## src/sv/ntle_pkg.sv

```systemverilog
`timescale 1ns / 1ps
// ----------------------------------------------------------------------------
// ntle_pkg: neighbor table shared types and constants
// Command and outcome codes, entry record and channel payload types.
// ----------------------------------------------------------------------------
package ntle_pkg;

  localparam int unsigned DEFAULT_SLOTS = 32;
  localparam logic [31:0] TTL_RESET     = 32'd600000;

  localparam logic [1:0] CMD_HEARD = 2'd0;
  localparam logic [1:0] CMD_TOUCH = 2'd1;

  localparam logic [1:0] OUT_FOUND    = 2'd0;
  localparam logic [1:0] OUT_INSERTED = 2'd1;
  localparam logic [1:0] OUT_EVICTED  = 2'd2;
  localparam logic [1:0] OUT_PRUNED   = 2'd3;

  typedef struct packed {
    logic [15:0] address;
    logic [31:0] last_heard;
    logic [15:0] strength;
    logic [7:0]  noise_ratio;
    logic [31:0] packets;
  } entry_t;

  typedef struct packed {
    logic        [1:0]  command;
    logic        [15:0] node_address;
    logic signed [15:0] signal_strength;
    logic signed [7:0]  signal_to_noise;
    logic        [31:0] time_now;
  } in_beat_t;

  typedef struct packed {
    logic [1:0]  outcome;
    logic [7:0]  slot_index;
    logic [15:0] evicted_address;
    logic [31:0] packet_count;
    logic [31:0] last_heard_time;
    logic [8:0]  removed_count;
    logic [8:0]  entries_in_use;
  } out_beat_t;

  typedef enum logic [2:0] {
    ST_IDLE,
    ST_SEARCH,
    ST_UPDATE,
    ST_PRUNE,
    ST_DONE
  } state_t;

endpackage

```

## src/sv/ntle_if.sv

```systemverilog
`timescale 1ns / 1ps
// ----------------------------------------------------------------------------
// ntle_in_if / ntle_out_if / ntle_cfg_if: valid-ready channels
// One interface per channel payload type.
// ----------------------------------------------------------------------------
interface ntle_in_if;
  logic               valid;
  logic               ready;
  ntle_pkg::in_beat_t data;
  modport source (output valid, output data, input ready);
  modport sink   (input valid, input data, output ready);
endinterface

interface ntle_out_if;
  logic                valid;
  logic                ready;
  ntle_pkg::out_beat_t data;
  modport source (output valid, output data, input ready);
  modport sink   (input valid, input data, output ready);
endinterface

interface ntle_cfg_if;
  logic        valid;
  logic        ready;
  logic [31:0] data;
  modport source (output valid, output data, input ready);
  modport sink   (input valid, input data, output ready);
endinterface

```

## src/sv/ntle_cell.sv

```systemverilog
`timescale 1ns / 1ps
// ----------------------------------------------------------------------------
// ntle_cell: one table slot in the rotating chain
// Holds one entry; on a shift loads from its neighbor, or from the tail
// input when it is the last cell of the active window.
// ----------------------------------------------------------------------------
module ntle_cell (
  input  logic             clk,
  input  logic             shift,
  input  logic             take_tail,
  input  ntle_pkg::entry_t prev_entry,
  input  ntle_pkg::entry_t tail_entry,
  output ntle_pkg::entry_t entry
);

  ntle_pkg::entry_t entry_r;

  always_ff @(posedge clk) begin
    if (shift) begin
      entry_r <= take_tail ? tail_entry : prev_entry;
    end
  end

  assign entry = entry_r;

endmodule

```

## src/sv/neighbor_table_lru_evict.sv

```systemverilog
`timescale 1ns / 1ps
// ----------------------------------------------------------------------------
// neighbor_table_lru_evict: radio neighbor table with oldest-entry eviction
// Top level: chain of slot cells, sequencer and result register.
// ----------------------------------------------------------------------------
// The table is a ring of TABLE_SLOTS cells that rotates one slot per cycle
// during a search or write turn; slot 0 sits at the head after every full
// turn. A heard report or touch takes one full turn to search (matching
// address and oldest entry) and a second turn to write the chosen slot. A
// prune rotates only the filled part of the ring once, dropping stale heads
// so the kept entries close up in order. One item is in work at a time;
// the result waits in an output register and holds off the next input beat
// until it is taken.
module neighbor_table_lru_evict #(
  parameter int unsigned TABLE_SLOTS = ntle_pkg::DEFAULT_SLOTS
) (
  input logic             clk,
  input logic             rst_n,
  ntle_in_if.sink         in_ch,
  ntle_out_if.source      out_ch,
  ntle_cfg_if.sink        cfg_ch
);

  localparam int unsigned IW = (TABLE_SLOTS > 1) ? $clog2(TABLE_SLOTS) : 1;
  localparam logic [8:0] NSLOTS = 9'(TABLE_SLOTS);
  localparam logic [IW:0] LAST = (IW+1)'(TABLE_SLOTS - 1);

  ntle_pkg::state_t   state_r, state_nxt;
  ntle_pkg::in_beat_t req_r;
  logic [31:0]        ttl_r;
  logic [8:0]         fill_r;
  logic [IW:0]        pos_r;
  logic [8:0]         dropped_r;
  logic               hit_r;
  logic [IW-1:0]      hit_idx_r, old_idx_r, sel_idx;
  logic [31:0]        old_time_r;
  ntle_pkg::out_beat_t res_r;
  logic               res_valid_r;

  logic                shift_all;
  logic [8:0]          win;
  ntle_pkg::entry_t    chain [TABLE_SLOTS];
  ntle_pkg::entry_t    tail_in, head, upd;
  logic                cur_valid, is_sel, stale;
  logic [31:0]         age;

  assign head = chain[0];

  // Active window: whole ring, or only the live entries during a prune.
  assign win = (state_r == ntle_pkg::ST_PRUNE) ? fill_r - dropped_r : NSLOTS;

  for (genvar g = 0; g < TABLE_SLOTS; g++) begin : g_cell
    ntle_pkg::entry_t prev;
    logic             cell_shift, cell_tail;
    if (g == TABLE_SLOTS - 1) begin : g_tail
      assign prev = tail_in;
    end else begin : g_mid
      assign prev = chain[g+1];
    end
    assign cell_shift = shift_all && (9'(g) < win);
    assign cell_tail  = (9'(g) == win - 9'd1);
    ntle_cell u_cell (
      .clk        (clk),
      .shift      (cell_shift),
      .take_tail  (cell_tail),
      .prev_entry (prev),
      .tail_entry (tail_in),
      .entry      (chain[g])
    );
  end

  assign cur_valid = 9'(pos_r) < fill_r;
  assign age       = req_r.time_now - head.last_heard;
  assign stale     = age > ttl_r;
  assign sel_idx   = hit_r ? hit_idx_r : (fill_r < NSLOTS) ? fill_r[IW-1:0] : old_idx_r;
  assign is_sel    = pos_r[IW-1:0] == sel_idx;

  always_comb begin
    ntle_pkg::entry_t base;
    base = head;
    if (!hit_r) begin
      base = '0;
      base.address = req_r.node_address;
    end
    upd = base;
    if (req_r.command == ntle_pkg::CMD_HEARD) begin
      upd.strength    = req_r.signal_strength;
      upd.noise_ratio = req_r.signal_to_noise;
      upd.last_heard  = req_r.time_now;
      upd.packets     = base.packets + 32'd1;
    end else if (req_r.time_now > base.last_heard) begin
      upd.last_heard = req_r.time_now;
    end
  end

  // Head re-enters at the window tail; a dropped head is simply not kept
  // because the window shrinks under it.
  always_comb begin
    tail_in = head;
    if (state_r == ntle_pkg::ST_UPDATE && is_sel) tail_in = upd;
  end

  always_comb begin
    state_nxt = state_r;
    case (state_r)
      ntle_pkg::ST_IDLE: begin
        if (in_ch.valid) begin
          state_nxt = in_ch.data.command[1] ? ntle_pkg::ST_PRUNE : ntle_pkg::ST_SEARCH;
        end
      end
      ntle_pkg::ST_SEARCH: if (pos_r == LAST) state_nxt = ntle_pkg::ST_UPDATE;
      ntle_pkg::ST_UPDATE: if (pos_r == LAST) state_nxt = ntle_pkg::ST_DONE;
      ntle_pkg::ST_PRUNE:  if (pos_r == LAST) state_nxt = ntle_pkg::ST_DONE;
      ntle_pkg::ST_DONE:   if (!res_valid_r || out_ch.ready) state_nxt = ntle_pkg::ST_IDLE;
      default:             state_nxt = ntle_pkg::ST_IDLE;
    endcase
  end

  always_comb begin
    case (state_r)
      ntle_pkg::ST_SEARCH, ntle_pkg::ST_UPDATE: shift_all = 1'b1;
      ntle_pkg::ST_PRUNE: shift_all = cur_valid;
      default: shift_all = 1'b0;
    endcase
  end

  assign in_ch.ready  = (state_r == ntle_pkg::ST_IDLE);
  assign cfg_ch.ready = 1'b1;

  always_ff @(posedge clk) begin
    if (!rst_n) begin
      state_r     <= ntle_pkg::ST_IDLE;
      ttl_r       <= ntle_pkg::TTL_RESET;
      fill_r      <= '0;
      res_valid_r <= 1'b0;
      pos_r       <= '0;
    end else begin
      state_r <= state_nxt;
      if (cfg_ch.valid) ttl_r <= cfg_ch.data;
      if (res_valid_r && out_ch.ready) res_valid_r <= 1'b0;
      case (state_r)
        ntle_pkg::ST_IDLE: begin
          pos_r <= '0;
          if (in_ch.valid) begin
            req_r      <= in_ch.data;
            hit_r      <= 1'b0;
            old_idx_r  <= '0;
            old_time_r <= '1;
            dropped_r  <= '0;
          end
        end
        ntle_pkg::ST_SEARCH: begin
          if (cur_valid && !hit_r && head.address == req_r.node_address) begin
            hit_r     <= 1'b1;
            hit_idx_r <= pos_r[IW-1:0];
          end
          if (pos_r == '0 || head.last_heard < old_time_r) begin
            old_time_r <= head.last_heard;
            old_idx_r  <= pos_r[IW-1:0];
          end
          pos_r <= (pos_r == LAST) ? '0 : pos_r + 1'b1;
        end
        ntle_pkg::ST_UPDATE: begin
          if (is_sel) begin
            res_r.outcome         <= hit_r ? ntle_pkg::OUT_FOUND :
                                     (fill_r < NSLOTS) ? ntle_pkg::OUT_INSERTED :
                                     ntle_pkg::OUT_EVICTED;
            res_r.slot_index      <= 8'(sel_idx);
            res_r.evicted_address <= (!hit_r && fill_r >= NSLOTS) ? head.address : 16'd0;
            res_r.packet_count    <= upd.packets;
            res_r.last_heard_time <= upd.last_heard;
            res_r.removed_count   <= '0;
            res_r.entries_in_use  <= (!hit_r && fill_r < NSLOTS) ? fill_r + 9'd1 : fill_r;
          end
          pos_r <= (pos_r == LAST) ? '0 : pos_r + 1'b1;
          if (pos_r == LAST) begin
            res_valid_r <= 1'b1;
            if (!hit_r && fill_r < NSLOTS) fill_r <= fill_r + 9'd1;
          end
        end
        ntle_pkg::ST_PRUNE: begin
          if (cur_valid && stale) dropped_r <= dropped_r + 9'd1;
          pos_r <= (pos_r == LAST) ? '0 : pos_r + 1'b1;
          if (pos_r == LAST) begin
            fill_r                <= fill_r - dropped_r - ((cur_valid && stale) ? 9'd1 : 9'd0);
            res_r.outcome         <= ntle_pkg::OUT_PRUNED;
            res_r.slot_index      <= '0;
            res_r.evicted_address <= '0;
            res_r.packet_count    <= '0;
            res_r.last_heard_time <= '0;
            res_r.removed_count   <= dropped_r + ((cur_valid && stale) ? 9'd1 : 9'd0);
            res_r.entries_in_use  <= fill_r - dropped_r - ((cur_valid && stale) ? 9'd1 : 9'd0);
            res_valid_r           <= 1'b1;
          end
        end
        default: ;
      endcase
    end
  end

  assign out_ch.valid = res_valid_r;
  assign out_ch.data  = res_r;

endmodule

```

## src/flat_wrapper.sv

```systemverilog
// flat-port wrapper written by rule: the top's interface ports become plain ports
module neighbor_table_lru_evict_flat 
#(
  parameter int unsigned TABLE_SLOTS = ntle_pkg::DEFAULT_SLOTS
)
  (clk, rst_n, in_ch_valid, in_ch_data, in_ch_ready, out_ch_valid, out_ch_data, out_ch_ready, cfg_ch_valid, cfg_ch_data, cfg_ch_ready);
  ntle_in_if in_ch_i ();
  ntle_out_if out_ch_i ();
  ntle_cfg_if cfg_ch_i ();
  input logic clk;
  input logic rst_n;
  input wire logic [$bits(in_ch_i.valid)-1:0] in_ch_valid;
  input wire logic [$bits(in_ch_i.data)-1:0] in_ch_data;
  output wire logic [$bits(in_ch_i.ready)-1:0] in_ch_ready;
  output wire logic [$bits(out_ch_i.valid)-1:0] out_ch_valid;
  output wire logic [$bits(out_ch_i.data)-1:0] out_ch_data;
  input wire logic [$bits(out_ch_i.ready)-1:0] out_ch_ready;
  input wire logic [$bits(cfg_ch_i.valid)-1:0] cfg_ch_valid;
  input wire logic [$bits(cfg_ch_i.data)-1:0] cfg_ch_data;
  output wire logic [$bits(cfg_ch_i.ready)-1:0] cfg_ch_ready;
  assign in_ch_i.valid = in_ch_valid;
  assign in_ch_i.data = in_ch_data;
  assign in_ch_ready = in_ch_i.ready;
  assign out_ch_valid = out_ch_i.valid;
  assign out_ch_data = out_ch_i.data;
  assign out_ch_i.ready = out_ch_ready;
  assign cfg_ch_i.valid = cfg_ch_valid;
  assign cfg_ch_i.data = cfg_ch_data;
  assign cfg_ch_ready = cfg_ch_i.ready;
  neighbor_table_lru_evict #(.TABLE_SLOTS(TABLE_SLOTS)) u_core (.clk(clk), .rst_n(rst_n), .in_ch(in_ch_i), .out_ch(out_ch_i), .cfg_ch(cfg_ch_i));
endmodule
```

## config.mk

```make
export PLATFORM = sky130hd
export DESIGN_NAME = neighbor_table_lru_evict_flat
export DESIGN_NICKNAME = d
export VERILOG_FILES = /design/src/sv/ntle_pkg.sv /design/src/sv/ntle_if.sv /design/src/sv/ntle_cell.sv /design/src/sv/neighbor_table_lru_evict.sv /design/src/flat_wrapper.sv
export SDC_FILE = /design/constraint.sdc
export NUM_CORES = 2
export LEC_CHECK = 0
export CELL_PAD_IN_SITES_DETAIL_PLACEMENT = 0
export CELL_PAD_IN_SITES_GLOBAL_PLACEMENT = 1
export CORE_MARGIN = 2
export CORE_UTILIZATION = 53
export CTS_CLUSTER_SIZE = 20
export DETAILED_ROUTE_END_ITERATION = 10
export DONT_BUFFER_PORTS = 1
export PLACE_DENSITY_LB_ADDON = 0.08
export SYNTH_ARGS = -nofsm -noshare
export SYNTH_HDL_FRONTEND = slang
export SYNTH_SLANG_ARGS = --single-unit
```

## constraint.sdc

```tcl
create_clock -name clk -period 10.75 [get_ports clk]
set_clock_uncertainty 0.1 [all_clocks]
set_input_delay 1.075 -clock clk [delete_from_list [all_inputs] [get_ports clk]]
set_output_delay 1.075 -clock clk [all_outputs]
set_load 0.03 [all_outputs]
```

==> impl_metrics.toml <==
[status]
outcome = "finished clean"

[cts]
numCtsBuffers = 312
cts_hold_buffers = 0
cts_root_buf = "clkbuf_16"
post_cts_buffers = 0
cts_resized = 0
clk_pin_slew_ns = 0.06
cts_sinks = 2818
tritoncts = "built"
cts_buffer_depth = 4
cts_max_level = 5
insertion_delay_ns = 0.93

[setup_path]
critPathLaunchType = "flop"
endpoint_kind = "flop"
arrival_ns = 9.34
crit_path_max_fanout = 4
critPathMaxStageDelay_ns = 0.79
worst_path_max_delay_cell = "nor3_1"
critical_path_class = "flop to flop"
path_delay_family = "simple AND/OR/NAND/NOR gates"
cp_num_buf_inv = 2
crit_required_ns = 11.26

[layout]
final_cell_mix = "2767 x edfxtp_1, 1930 x nand2_1, 1757 x o21ai_0, 723 x mux2_2, 318 x clkbuf_16"
drive_gt1_frac = 0.161
area.growth.synth_to_final_pct = 10.2
fillerInstances = 18100
final_common_cell = "edfxtp_1"
final_nets = 9478

[floorplan]
dieArea_um2 = 234000
ioPinCount = 222
core_um2 = 228000
die_x_um = 483
initial_core_util = 0.534
fp-row-count = 175
die_h_um = 483

[timing]
timing.final.ws_setup_ns = 1.93
post-route-period-util = 0.821
timing.fmax_ghz = 0.113
hold_viol_final = 0
worst_pin_slew_ns = 1.28
maxSlewHeadroom = 0.142
setup_viol_count_final = 0
fin_setup_tns_ns = 0
grt_setup_unrepaired = "no"
finalCriticalPeriod_ns = 8.82
drv_slew = 0

[placed_design]
dp_slack_ns = 1.91
gp_congestion = 0.859
hpwl_um = 170000
portBuffers = 0

[yosys]
seq_area_frac_synth = 0.690
async_reset_ff_frac = 0
netlist_top_cells_area = "edfxtp_1 68%, o21ai_0 7.2%, mux2_2 6.7%"
netlist_area_um2 = 122000
yosysWarnings = 0
synth_top_area_share = 0.682
syn_avg_cell_area_um2 = 13.0
synth_top_area_cell = "edfxtp_1"
syn_inst = 9399
ys_seq_elements = 2818
ys.flop_type = "edfxtp_1"
synth_cell_types = 88
synth_edf_count = 2767

[drt]
first_pass_iters = 6
via_count = 74500
drc = 0
drtIter0Drc = 7697
wire_per_inst_um = 25.0
postRouteAntennaNets = 0
drt_wl_total_um = 311000
via_per_inst = 5.98

[pwr]
ir_worst_vdd_v = 0.000120
p_leak_nw = 49.6
powerDensity_nw_per_um2 = 207
power_w = 0.0278

[grt]
grt_antenna_before_repair = 6
grt_pass1_wl_um = 467000
grt_pass1_vias = 71300
grt_use_total = 0.263
grt_max_degree = 161
overflow = 0

[min_path]
min_path_type = "input pin to flop"

[run]
cap_violations = 0
## sequential cells by signal (all words and copies together), names as in the netlist
| name | flops |
|---|---|
| u_core.pos_r | 6 |
| u_core.g_cell.u_cell.entry | 2560 |
| u_core.old_idx_r | 5 |
| u_core.req_r | 50 |
| u_core.ttl_r | 32 |
| u_core.hit_idx_r | 5 |
| u_core.old_time_r | 32 |
| u_core.out_ch.data | 105 |
| u_core.fill_r | 9 |
| u_core.dropped_r | 9 |
| u_core.hit_r | 1 |
| u_core.state_r | 3 |
| u_core.out_ch.valid | 1 |
## cell families (layout without fill, tap and decap cells)
| logic type | Yosys count | in the layout | synth area share |
|---|---|---|---|
| XOR/XNOR | 82 | 82 | 0.00590 |
| flip-flops | 2818 | 2818 | 0.690 |
| other | 2 | 13 | 0.0000617 |
| buffers and inverters | 916 | 947 | 0.0310 |
| AND/OR/NAND/NOR | 2470 | 2470 | 0.0840 |
| multiplexers | 799 | 799 | 0.0734 |
| AO/OA/AOI/OAI | 2161 | 2161 | 0.0994 |
| adder cells (fa/ha/maj) | 151 | 151 | 0.0156 |
## worst paths after layout
check	start	to	slack (ns)	depth (start not counted)
max reg2reg	u_core.req_r[0]	u_core.out_ch.data[8]	1.93	29
max	u_core.req_r[0]	u_core.out_ch.data[8]	1.93	29
min	in_ch_data[59]	u_core.req_r[59]	0.13	0
min reg2reg	u_core.ttl_r[13]	u_core.ttl_r[13]	0.39	2
## layout make-up
cell class / instances / area (um^2) / share of cell area
diodes: 9 / 22.5 / 0.000168
clock buffers: 384 / 8210 / 0.0611
clock inverters: 146 / 1120 / 0.00833
inverters: 211 / 793 / 0.00591
multi-input cells: 5667 / 34600 / 0.258
flip-flops and latches: 2818 / 84100 / 0.627
well taps: 3009 / 3760 / 0.0281
repair buffers: 206 / 1620 / 0.0121
## worst reg2reg max path, delay by kind of cell (launching register included)
kind | cells | cell delay, ns
adder cells (fa/ha/maj) | 5 | 1.32
buffers and inverters | 2 | 0.17
XOR/XNOR | 1 | 0.18
flip-flops | 1 | 0.43
AO/OA/AOI/OAI | 8 | 2.55
AND/OR/NAND/NOR | 13 | 3.76
## power by group
group | internal (W) | switching [W]
clock | 0.00579 | 0.00419
sequential | 0.0141 | 0.000425
combinational | 0.000950 | 0.00238
## per-stage QoR
step	cells	cell area, um^2	util	hold slack (ns)
floorplan	9401	122000	-	0.335
global placement	11900	125000	0.548	0.378
detailed placement	11900	125000	0.548	0.381
CTS	12400	134000	0.589	0.0498
global route	12400	134000	0.589	0.0826
finish	12500	134000	0.589	0.133
## cell usage after synthesis, types with 14 or more instances
cell,number
o211ai_1,14
buf_2,32
mux2i_1,65
or2_2,16
inv_2,37
a22oi_1,33
nor2b_1,56
buf_1,26
and3_1,21
a21oi_1,107
edfxtp_1,2767
xnor2_1,51
o21ai_1,61
a32oi_4,30
xor2_1,31
nand4_1,62
inv_1,131
mux2_2,723
or3_1,20
clkinv_1,43
nor3_1,52
nand2b_1,14
o21a_1,23
a21o_1,50
nand3_1,52
dfxtp_1,51
nor2_1,140
ha_1,149
clkbuf_2,62
clkbuf_1,551
nand2_1,1934
and2_1,50
nor4_1,19
buf_6,22
o21ai_0,1759
## routing by layer
metal	track usage	vias to the layer above	part of all wire
li1	-	33900	-
met1	0.392	37400	0.45
met2	0.411	2800	0.46
met3	0.0403	409	0.074
met4	0.0584	2	0.018
met5	0	-	0.000042
Note: power is estimated with default switching activity, not from simulation.
